--- config.mk ---
export PLATFORM = sky130hd
export DESIGN_NAME = multi_channel_periodic_alarm_flat
export DESIGN_NICKNAME = d
export VERILOG_FILES = /design/src/sv/mcpa_pkg.sv /design/src/sv/mcpa_if.sv /design/src/sv/mcpa_div.sv /design/src/sv/multi_channel_periodic_alarm.sv /design/src/flat_wrapper.sv
export SDC_FILE = /design/constraint.sdc
export NUM_CORES = 1
export LEC_CHECK = 0
export BUFFER_PORTS_ARGS = -buffer_cell sky130_fd_sc_hd__buf_2
export CAP_MARGIN = 20
export CELL_PAD_IN_SITES_DETAIL_PLACEMENT = 1
export CELL_PAD_IN_SITES_GLOBAL_PLACEMENT = 2
export CORE_MARGIN = 4
export CORE_UTILIZATION = 45
export DETAILED_ROUTE_END_ITERATION = 6
export PLACE_DENSITY = 0.95
export SYNTH_ARGS = -nofsm -noshare
export SYNTH_HDL_FRONTEND = slang
export SYNTH_SLANG_ARGS = --single-unit
--- constraint.sdc ---
create_clock -name clk_i -period 13.1 [get_ports clk_i]
set_input_delay 0.655 -clock clk_i [delete_from_list [all_inputs] [get_ports clk_i]]
set_output_delay 0.655 -clock clk_i [all_outputs]
set_load 0.005 [all_outputs]
--- src/sv/mcpa_pkg.sv ---
package mcpa_pkg;

  localparam int unsigned NUM_CHANNELS_DEF = 4;
  localparam int unsigned MAX_RESULTS      = 4;
  localparam int unsigned RES_CNT_W        = $clog2(MAX_RESULTS);

  localparam int unsigned CMD_W    = 3;
  localparam int unsigned CHAN_W   = 2;
  localparam int unsigned DATA_W   = 32;
  localparam int unsigned SWI_W    = 5;
  localparam int unsigned STATUS_W = 2;

  localparam logic [DATA_W-1:0] TIME_BASE_RESET = 32'd1000000;

  localparam logic [CMD_W-1:0] CMD_TICK       = 3'd0;
  localparam logic [CMD_W-1:0] CMD_REGISTER   = 3'd1;
  localparam logic [CMD_W-1:0] CMD_UNREGISTER = 3'd2;
  localparam logic [CMD_W-1:0] CMD_ENABLE     = 3'd3;
  localparam logic [CMD_W-1:0] CMD_DISABLE    = 3'd4;

  localparam logic [STATUS_W-1:0] STATUS_OK     = 2'd0;
  localparam logic [STATUS_W-1:0] STATUS_BUSY   = 2'd1;
  localparam logic [STATUS_W-1:0] STATUS_BADARG = 2'd2;

  typedef enum logic [2:0] {
    ST_IDLE,
    ST_SCAN,
    ST_EMIT,
    ST_DIV,
    ST_RESP
  } state_e;

  typedef struct packed {
    logic              start;
    logic [DATA_W-1:0] dividend;
    logic [DATA_W-1:0] divisor;
  } div_req_t;

  typedef struct packed {
    logic              done;
    logic [DATA_W-1:0] quotient;
  } div_rsp_t;

endpackage

--- src/sv/mcpa_if.sv ---
interface mcpa_in_if;
  import mcpa_pkg::*;
  logic              valid;
  logic              ready;
  logic [CMD_W-1:0]  cmd;
  logic [CHAN_W-1:0] channel_index;
  logic [DATA_W-1:0] frequency;
  logic [SWI_W-1:0]  swi_number;

  modport source (output valid, cmd, channel_index, frequency, swi_number, input ready);
  modport sink (input valid, cmd, channel_index, frequency, swi_number, output ready);
endinterface

interface mcpa_out_if;
  import mcpa_pkg::*;
  logic                valid;
  logic                ready;
  logic [STATUS_W-1:0] status;
  logic                fired;
  logic [CHAN_W-1:0]   fired_channel;
  logic [SWI_W-1:0]    fired_swi;
  logic                last;

  modport source (output valid, status, fired, fired_channel, fired_swi, last, input ready);
  modport sink (input valid, status, fired, fired_channel, fired_swi, last, output ready);
endinterface

interface mcpa_cfg_if;
  import mcpa_pkg::*;
  logic              valid;
  logic              ready;
  logic [DATA_W-1:0] data;

  modport source (output valid, data, input ready);
  modport sink (input valid, data, output ready);
endinterface

--- src/sv/mcpa_div.sv ---
module mcpa_div (
  input  logic               clk_i,
  input  logic               rst_ni,
  input  mcpa_pkg::div_req_t req_i,
  output mcpa_pkg::div_rsp_t rsp_o
);
  import mcpa_pkg::*;

  localparam int unsigned STEP_W = $clog2(DATA_W);

  logic [DATA_W-1:0] rem_q, rem_d;
  logic [DATA_W-1:0] quo_q, quo_d;
  logic [DATA_W-1:0] dvs_q, dvs_d;
  logic [STEP_W-1:0] step_q, step_d;
  logic              busy_q, busy_d;
  logic              done_q, done_d;
  logic [DATA_W:0]   trial;
  logic [DATA_W:0]   diff;

  // Restoring division, one quotient bit per cycle.
  assign trial = {rem_q, quo_q[DATA_W-1]};
  assign diff  = trial - {1'b0, dvs_q};

  always_comb begin
    rem_d  = rem_q;
    quo_d  = quo_q;
    dvs_d  = dvs_q;
    step_d = step_q;
    busy_d = busy_q;
    done_d = 1'b0;
    if (req_i.start) begin
      rem_d  = '0;
      quo_d  = req_i.dividend;
      dvs_d  = req_i.divisor;
      step_d = '0;
      busy_d = 1'b1;
    end else if (busy_q) begin
      if (!diff[DATA_W]) begin
        rem_d = diff[DATA_W-1:0];
        quo_d = {quo_q[DATA_W-2:0], 1'b1};
      end else begin
        rem_d = trial[DATA_W-1:0];
        quo_d = {quo_q[DATA_W-2:0], 1'b0};
      end
      step_d = step_q + STEP_W'(1);
      if (step_q == STEP_W'(DATA_W - 1)) begin
        busy_d = 1'b0;
        done_d = 1'b1;
      end
    end
  end

  always_ff @(posedge clk_i or negedge rst_ni) begin
    if (!rst_ni) begin
      busy_q <= 1'b0;
      done_q <= 1'b0;
      step_q <= '0;
    end else begin
      busy_q <= busy_d;
      done_q <= done_d;
      step_q <= step_d;
    end
  end

  always_ff @(posedge clk_i) begin
    rem_q <= rem_d;
    quo_q <= quo_d;
    dvs_q <= dvs_d;
  end

  assign rsp_o.done     = done_q;
  assign rsp_o.quotient = quo_q;

endmodule

--- src/sv/multi_channel_periodic_alarm.sv ---
// Periodic alarm timer with a 32-bit counter of tick commands and NUM_CHANNELS channels.
// Channels: in_i carries commands (tick, register, unregister, enable, disable), out_o
// returns result items, cfg_i writes the time base rate in hertz (always ready).
// A command gives one result item with last set. A tick gives one firing item per
// matching channel in ascending order, at most four, the final one with last set;
// a tick that matches nothing gives no item.
// A tick is accepted, then the channels are scanned in turn through the single shared
// compare and adder, then the matching ones are emitted. Unregister, enable and disable
// go straight to the response; a register command that passes its checks first runs
// the bit-serial divider and then gives its response.
// in_i is ready only while the sequencer is idle, so one item is in work at a time.
// Results go through a single output register; the next item is accepted while that
// register still holds a result. When the receiver stalls, the sequencer waits with
// its next result until the output register is free.
// Reset clears the tick counter, all periods, alarm times and interrupt numbers,
// disables every channel and loads the time base rate with 1000000.
module multi_channel_periodic_alarm #(
  parameter int unsigned NUM_CHANNELS = mcpa_pkg::NUM_CHANNELS_DEF
) (
  input  logic       clk_i,
  input  logic       rst_ni,
  mcpa_cfg_if.sink   cfg_i,
  mcpa_in_if.sink    in_i,
  mcpa_out_if.source out_o
);
  import mcpa_pkg::*;

  localparam int unsigned CW = (NUM_CHANNELS > 1) ? $clog2(NUM_CHANNELS) : 1;

  state_e state_q, state_d;

  logic [DATA_W-1:0]       tbr_q;
  logic [DATA_W-1:0]       cnt_q;
  logic [DATA_W-1:0]       period_q [NUM_CHANNELS];
  logic [DATA_W-1:0]       next_q   [NUM_CHANNELS];
  logic [SWI_W-1:0]        irq_q    [NUM_CHANNELS];
  logic [NUM_CHANNELS-1:0] en_q;
  logic [NUM_CHANNELS-1:0] mask_q, mask_d;
  logic [CW-1:0]           ptr_q;
  logic [RES_CNT_W-1:0]    nres_q;
  logic [CW-1:0]           ch_q;
  logic [SWI_W-1:0]        swi_q;
  logic [STATUS_W-1:0]     st_q, st_d;

  logic                    ov_q;
  logic [STATUS_W-1:0]     o_status_q;
  logic                    o_fired_q;
  logic [CHAN_W-1:0]       o_chan_q;
  logic [SWI_W-1:0]        o_swi_q;
  logic                    o_last_q;

  logic                    acc;
  logic                    ch_ok;
  logic [CW-1:0]           in_ch;
  logic                    freq_bad;
  logic                    busy;
  logic [CW-1:0]           rd_idx;
  logic [DATA_W-1:0]       sum;
  logic                    hit;
  logic                    ptr_end;
  logic                    slot_free;
  logic                    rest;
  logic                    emit_last;
  logic                    emit_load;
  logic                    resp_load;

  logic                    go_tick;
  logic                    go_div;
  logic                    go_resp;
  logic                    do_unreg;
  logic                    do_enable;
  logic                    do_disable;

  div_req_t                div_req;
  div_rsp_t                div_rsp;

  assign cfg_i.ready = 1'b1;
  assign in_i.ready  = (state_q == ST_IDLE);
  assign acc         = in_i.valid && in_i.ready;

  assign in_ch    = CW'(in_i.channel_index);
  assign ch_ok    = 32'(in_i.channel_index) < NUM_CHANNELS;
  assign freq_bad = (in_i.frequency == '0) || (in_i.frequency > tbr_q);
  assign busy     = en_q[in_ch];

  // One read address serves both the channel scan and the enable command.
  assign rd_idx  = (state_q == ST_SCAN) ? ptr_q : in_ch;
  assign sum     = ((state_q == ST_SCAN) ? next_q[rd_idx] : cnt_q) + period_q[rd_idx];
  assign hit     = en_q[rd_idx] && (next_q[rd_idx] == cnt_q);
  assign ptr_end = (ptr_q == CW'(NUM_CHANNELS - 1));

  assign slot_free = !ov_q || out_o.ready;

  always_comb begin
    rest = 1'b0;
    for (int i = 0; i < NUM_CHANNELS; i++) begin
      if (32'(i) > 32'(ptr_q)) rest = rest | mask_q[i];
    end
  end

  // The fourth reported firing ends the tick even if more channels matched.
  assign emit_last = (nres_q == RES_CNT_W'(MAX_RESULTS - 1)) || !rest;
  assign emit_load = (state_q == ST_EMIT) && mask_q[ptr_q] && slot_free;
  assign resp_load = (state_q == ST_RESP) && slot_free;

  always_comb begin
    mask_d = mask_q;
    if (state_q == ST_SCAN && hit) mask_d[ptr_q] = 1'b1;
  end

  // Command decode; bad argument checks take precedence over the busy check.
  always_comb begin
    go_tick    = 1'b0;
    go_div     = 1'b0;
    go_resp    = 1'b0;
    do_unreg   = 1'b0;
    do_enable  = 1'b0;
    do_disable = 1'b0;
    st_d       = STATUS_OK;
    if (acc) begin
      case (in_i.cmd)
        CMD_TICK: go_tick = 1'b1;
        CMD_REGISTER: begin
          if (!ch_ok || freq_bad) begin
            st_d    = STATUS_BADARG;
            go_resp = 1'b1;
          end else if (busy) begin
            st_d    = STATUS_BUSY;
            go_resp = 1'b1;
          end else begin
            go_div = 1'b1;
          end
        end
        CMD_UNREGISTER: begin
          go_resp = 1'b1;
          if (!ch_ok) st_d = STATUS_BADARG;
          else if (busy) st_d = STATUS_BUSY;
          else do_unreg = 1'b1;
        end
        CMD_ENABLE: begin
          go_resp = 1'b1;
          if (!ch_ok) st_d = STATUS_BADARG;
          else if (busy) st_d = STATUS_BUSY;
          else do_enable = 1'b1;
        end
        CMD_DISABLE: begin
          go_resp = 1'b1;
          if (!ch_ok) st_d = STATUS_BADARG;
          else do_disable = 1'b1;
        end
        default: begin
          st_d    = STATUS_BADARG;
          go_resp = 1'b1;
        end
      endcase
    end
  end

  always_comb begin
    state_d = state_q;
    case (state_q)
      ST_IDLE: begin
        if (go_tick) state_d = ST_SCAN;
        else if (go_div) state_d = ST_DIV;
        else if (go_resp) state_d = ST_RESP;
      end
      ST_SCAN: begin
        if (ptr_end) state_d = (mask_d == '0) ? ST_IDLE : ST_EMIT;
      end
      ST_EMIT: begin
        if (emit_load && emit_last) state_d = ST_IDLE;
      end
      ST_DIV: begin
        if (div_rsp.done) state_d = ST_RESP;
      end
      ST_RESP: begin
        if (slot_free) state_d = ST_IDLE;
      end
      default: state_d = ST_IDLE;
    endcase
  end

  assign div_req.start    = go_div;
  assign div_req.dividend = tbr_q;
  assign div_req.divisor  = in_i.frequency;

  mcpa_div u_div (
    .clk_i  (clk_i),
    .rst_ni (rst_ni),
    .req_i  (div_req),
    .rsp_o  (div_rsp)
  );

  always_ff @(posedge clk_i or negedge rst_ni) begin
    if (!rst_ni) begin
      state_q <= ST_IDLE;
      tbr_q   <= TIME_BASE_RESET;
      cnt_q   <= '0;
      en_q    <= '0;
      mask_q  <= '0;
      ptr_q   <= '0;
      nres_q  <= '0;
      ov_q    <= 1'b0;
      for (int i = 0; i < NUM_CHANNELS; i++) begin
        period_q[i] <= '0;
        next_q[i]   <= '0;
        irq_q[i]    <= '0;
      end
    end else begin
      state_q <= state_d;
      if (cfg_i.valid && cfg_i.ready) tbr_q <= cfg_i.data;

      if (go_tick) begin
        cnt_q  <= cnt_q + DATA_W'(1);
        ptr_q  <= '0;
        mask_q <= '0;
        nres_q <= '0;
      end

      if (do_unreg) begin
        period_q[in_ch] <= '0;
        irq_q[in_ch]    <= '0;
      end
      if (do_enable) begin
        next_q[in_ch] <= sum;
        en_q[in_ch]   <= 1'b1;
      end
      if (do_disable) en_q[in_ch] <= 1'b0;

      if (state_q == ST_DIV && div_rsp.done) begin
        period_q[ch_q] <= div_rsp.quotient;
        irq_q[ch_q]    <= swi_q;
      end

      if (state_q == ST_SCAN) begin
        if (hit) next_q[ptr_q] <= sum;
        mask_q <= mask_d;
        ptr_q  <= ptr_end ? '0 : ptr_q + CW'(1);
      end

      if (state_q == ST_EMIT) begin
        if (emit_load) begin
          nres_q <= nres_q + RES_CNT_W'(1);
          if (!emit_last) ptr_q <= ptr_q + CW'(1);
        end else if (!mask_q[ptr_q]) begin
          ptr_q <= ptr_q + CW'(1);
        end
      end

      if (emit_load || resp_load) ov_q <= 1'b1;
      else if (out_o.ready) ov_q <= 1'b0;
    end
  end

  always_ff @(posedge clk_i) begin
    if (acc) begin
      ch_q  <= in_ch;
      swi_q <= in_i.swi_number;
      st_q  <= st_d;
    end else if (state_q == ST_DIV && div_rsp.done) begin
      st_q <= STATUS_OK;
    end

    if (emit_load) begin
      o_status_q <= STATUS_OK;
      o_fired_q  <= 1'b1;
      o_chan_q   <= CHAN_W'(ptr_q);
      o_swi_q    <= irq_q[ptr_q];
      o_last_q   <= emit_last;
    end else if (resp_load) begin
      o_status_q <= st_q;
      o_fired_q  <= 1'b0;
      o_chan_q   <= '0;
      o_swi_q    <= '0;
      o_last_q   <= 1'b1;
    end
  end

  assign out_o.valid         = ov_q;
  assign out_o.status        = o_status_q;
  assign out_o.fired         = o_fired_q;
  assign out_o.fired_channel = o_chan_q;
  assign out_o.fired_swi     = o_swi_q;
  assign out_o.last          = o_last_q;

endmodule

--- src/flat_wrapper.sv ---
// flat-port wrapper written by rule: the top's interface ports become plain ports
module multi_channel_periodic_alarm_flat import mcpa_pkg::*;
#(
  parameter int unsigned NUM_CHANNELS = mcpa_pkg::NUM_CHANNELS_DEF
)
  (clk_i, rst_ni, cfg_i_valid, cfg_i_data, cfg_i_ready, in_i_valid, in_i_cmd, in_i_channel_index, in_i_frequency, in_i_swi_number, in_i_ready, out_o_valid, out_o_status, out_o_fired, out_o_fired_channel, out_o_fired_swi, out_o_last, out_o_ready);
  mcpa_cfg_if cfg_i_i ();
  mcpa_in_if in_i_i ();
  mcpa_out_if out_o_i ();
  input  logic clk_i;
  input  logic rst_ni;
  input wire logic [$bits(cfg_i_i.valid)-1:0] cfg_i_valid;
  input wire logic [$bits(cfg_i_i.data)-1:0] cfg_i_data;
  output wire logic [$bits(cfg_i_i.ready)-1:0] cfg_i_ready;
  input wire logic [$bits(in_i_i.valid)-1:0] in_i_valid;
  input wire logic [$bits(in_i_i.cmd)-1:0] in_i_cmd;
  input wire logic [$bits(in_i_i.channel_index)-1:0] in_i_channel_index;
  input wire logic [$bits(in_i_i.frequency)-1:0] in_i_frequency;
  input wire logic [$bits(in_i_i.swi_number)-1:0] in_i_swi_number;
  output wire logic [$bits(in_i_i.ready)-1:0] in_i_ready;
  output wire logic [$bits(out_o_i.valid)-1:0] out_o_valid;
  output wire logic [$bits(out_o_i.status)-1:0] out_o_status;
  output wire logic [$bits(out_o_i.fired)-1:0] out_o_fired;
  output wire logic [$bits(out_o_i.fired_channel)-1:0] out_o_fired_channel;
  output wire logic [$bits(out_o_i.fired_swi)-1:0] out_o_fired_swi;
  output wire logic [$bits(out_o_i.last)-1:0] out_o_last;
  input wire logic [$bits(out_o_i.ready)-1:0] out_o_ready;
  assign cfg_i_i.valid = cfg_i_valid;
  assign cfg_i_i.data = cfg_i_data;
  assign cfg_i_ready = cfg_i_i.ready;
  assign in_i_i.valid = in_i_valid;
  assign in_i_i.cmd = in_i_cmd;
  assign in_i_i.channel_index = in_i_channel_index;
  assign in_i_i.frequency = in_i_frequency;
  assign in_i_i.swi_number = in_i_swi_number;
  assign in_i_ready = in_i_i.ready;
  assign out_o_valid = out_o_i.valid;
  assign out_o_status = out_o_i.status;
  assign out_o_fired = out_o_i.fired;
  assign out_o_fired_channel = out_o_i.fired_channel;
  assign out_o_fired_swi = out_o_i.fired_swi;
  assign out_o_last = out_o_i.last;
  assign out_o_i.ready = out_o_ready;
  multi_channel_periodic_alarm #(.NUM_CHANNELS(NUM_CHANNELS)) u_core (.clk_i(clk_i), .rst_ni(rst_ni), .cfg_i(cfg_i_i), .in_i(in_i_i), .out_o(out_o_i));
endmodule
==> results.json <==
{
  "via_count": 20000,
  "die_w_microns": 246,
  "startpoint_type": "flop",
  "syn_area_per_cell_sq_um": 10.1,
  "row_count": 87,
  "diodes": 0,
  "slew_violations": 0,
  "ys_async_sr_fraction_pct": 75.8,
  "synth_edf_count": 81,
  "totalWireLength_microns": 76200,
  "mostFrequentLayoutCell": "nand2_1",
  "coreArea_sq_um": 56300,
  "grt_overflow": 0,
  "p_comb_share_pct": 34.6,
  "insertion_delay_ps": 600,
  "grtUsageTotal_pct": 25.2,
  "slowest_stage": "buf_4",
  "leakagePower_nw": 12.9,
  "port_buffers": 91,
  "rsz0062_at_grt": "no",
  "multiInputGateArea_sq_um": 12400,
  "switchingPower_w": 0.00204,
  "netlist-cell-type-count": 78,
  "cp_num_buf_inv": 2,
  "gp_congestion": 0.893,
  "floorplan.die.height_microns": 246,
  "cts_buffers": 51,
  "synth_flop_cell": "dfrtp_1",
  "layout-drive-gt1-share_pct": 12.2,
  "design_area_sq_um": 28400,
  "synthCells": 2522,
  "period_needed_ps": 6520,
  "antenna_left": 0,
  "nFillCells": 6207,
  "fin_setup_tns_ps": 0,
  "drc": 0,
  "powerDensity_nw_per_um2": 193,
  "period_share_pct": 49.8,
  "hold_path.class": "in2async",
  "crit_type": "reg2reg",
  "via_per_inst": 5.99,
  "max_freq_mhz": 153,
  "setup_violations": 0,
  "final_cell_mix": "nand2_1, dfrtp_1, a22o_1",
  "ir_worst_vdd_mv": 0.106,
  "cts_max_level": 2,
  "area_delta_synth_final_pct": 11.1,
  "grt_pass1_vias": 21600,
  "path_clk_slew_ps": 60,
  "endpoint_kind": "flop",
  "cts_setup_buffers": 0,
  "syn-num-nets": 2707,
  "register_area_sq_um": 12200,
  "cp_common_cell": "buf_4",
  "path_delay_family": "compound AO/OA/AOI/OAI gates",
  "dpl.hpwl_microns": 51300,
  "pwr-share-clk_pct": 26.2,
  "antenna_found_initial": 0,
  "worstMarginPinSlew_ps": 987,
  "final_nets": 2734,
  "cap_violations": 0,
  "clockBufferDepth": 3,
  "slew_headroom_pct": 34.2,
  "cts_tree": "done",
  "die-area_sq_um": 60700,
  "place_area_sq_um": 26800,
  "drt_iter0_drc": 1394,
  "cp.arrival_ps": 6990,
  "crit_path_max_fanout": 47,
  "cp_cell_sequence": "or3b_1, buf_4, mux2_4, buf_4, mux2i_1, nand2_1, nand3_1, o21ai_0, ha_1, a211oi_1, o21bai_1, a221o_1, nor2_1, o41ai_1, a31oi_1, o311a_1, a21oi_1, xnor2_1, mux2_2",
  "wl_per_cell_microns": 22.8,
  "yosysWarnings": 0,
  "intPower_w": 0.00343,
  "drtPass1Iterations": 5,
  "seqPwrFrac_pct": 39.2,
  "synth-seq-cells": 479,
  "grt_pass1_wl_microns": 122000,
  "hold_buffers": 0,
  "ys_seq_area_share_pct": 47.8,
  "netlist_area_sq_um": 25600,
  "outcome": "finished clean",
  "grt_max_degree": 177,
  "cts.sinks": 479,
  "crit_required_ps": 13570,
  "io-pin-count": 93,
  "fin_skew_ps": 31.2,
  "hold_viol": 0,
  "swShare_pct": 37.3,
  "cpPeakStageDelay_ps": 730,
  "ctsResizeCount": 0,
  "root_buffer": "clkbuf_16",
  "start_util_pct": 45.4
}
registers in the layout, indices dropped and copies added, names as in the netlist, 2 cells and up:
name                        count
u_core.nres_q                   2
u_core.tbr_q                   32
u_core.out_o.status             2
u_core.out_o.fired_channel      2
u_core.en_q                     4
u_core.irq_q                   20
u_core.out_o.fired_swi          5
u_core.next_q                 128
u_core.cnt_q                   32
u_core.u_div.step_q             5
u_core.st_q                     2
u_core.ptr_q                    2
u_core.state_q                  3
u_core.swi_q                    5
u_core.ch_q                     2
u_core.mask_q                   4
u_core.u_div.dvs_q             32
u_core.u_div.rem_q             32
u_core.period_q               128
u_core.u_div.quo_q             32
worst paths after layout:
| path | from | end | slack (ps) | depth (start not counted) |
|---|---|---|---|---|
| min | rst_ni | u_core.nres_q[0] | 150 | 1 |
| min reg2reg | u_core.out_o.fired | u_core.out_o.fired | 450 | 2 |
| max | u_core.state_q[2] | u_core.next_q[63] | 6580 | 19 |
| max in group asynchronous | rst_ni | u_core.tbr_q[22] | 10570 | 3 |
| min in group clk_i | in_i_swi_number[0] | u_core.swi_q[0] | 230 | 1 |
| max reg2reg | u_core.state_q[2] | u_core.next_q[63] | 6580 | 19 |
cells by family (layout without fill, tap and decap cells):
group                      count (synthesis)  after routing  share of synthesized area [%]
AOI/OAI and AO/OA                        600            600                           16.5
xor gates and xnor gates                 119            119                           4.08
adders and majority gates                106            106                           5.25
buffers and inverters                    280            345                           4.37
DFF                                      479            479                           47.8
muxes                                    216            216                           9.24
other                                      1              1                         0.0147
and+or+nand+nor                          721            721                           12.8
through the flow:
step	cells	util, %	setup slack, ps	power [W]	hold WS (ps)
finish	3343	50.5	6580	0.00548	146
global route	3343	50.5	6120	0.00581	209
CTS	3343	50.5	6620	0.00549	156
detailed placement	3252	47.6	6680	0.00403	435
global placement	3252	47.6	6870	0.00392	430
floorplan	2522	-	7710	0.00342	359
per-layer routing:
metal / global-route usage (%) / routed length (microns)
met1: 33.6 / 33200
met2: 42.0 / 36400
met3: 4.30 / 4230
met4: 8.59 / 2370
met5: 0 / 0
final cells by class:
| type | instances | area share (%) |
|---|---|---|
| sequential | 479 | 43.1 |
| clock buffer | 67 | 4.92 |
| clock inverter | 24 | 0.820 |
| tap | 756 | 3.33 |
| timing repair buffer | 121 | 2.48 |
| inverter | 133 | 1.76 |
| multi-input combinational | 1763 | 43.6 |
power by group through the flow:
stage	combinational [W]	sequential, W	clock [W]
after global placement	0.00178	0.00214	0
after floorplan	0.00136	0.00205	0
final	0.00189	0.00215	0.00143
after detailed placement	0.00187	0.00216	0
after CTS	0.00189	0.00214	0.00146
after global routing	0.00209	0.00219	0.00153
cell usage after synthesis (10+ instances only):
cell type,number,area [sq um]
nand2_1,375,1410
dfrtp_1,356,8910
a22o_1,148,1300
mux2i_1,148,1480
o21ai_0,137,686
inv_1,133,499
nor2_1,122,458
clkbuf_1,112,420
ha_1,104,1300
edfxtp_1,81,2430
xnor2_1,79,692
a21oi_1,62,310
mux2_2,57,642
a31oi_1,55,344
and3_1,52,325
nand3_1,41,205
xor2_1,40,350
a21o_1,38,285
a211oi_1,37,278
dfxtp_1,35,701
nand4_1,27,169
nor4_1,17,106
nor3_1,16,80.1
o21a_1,16,120
o21ai_1,16,80.1
a31o_2,15,131
and2_1,15,93.8
buf_2,14,70.1
nor2b_1,13,81.3
buf_1,12,45.0
mux4_2,10,225
nand2b_1,10,62.6
o21bai_1,10,75.1
Power figures use the tool's default switching activity.
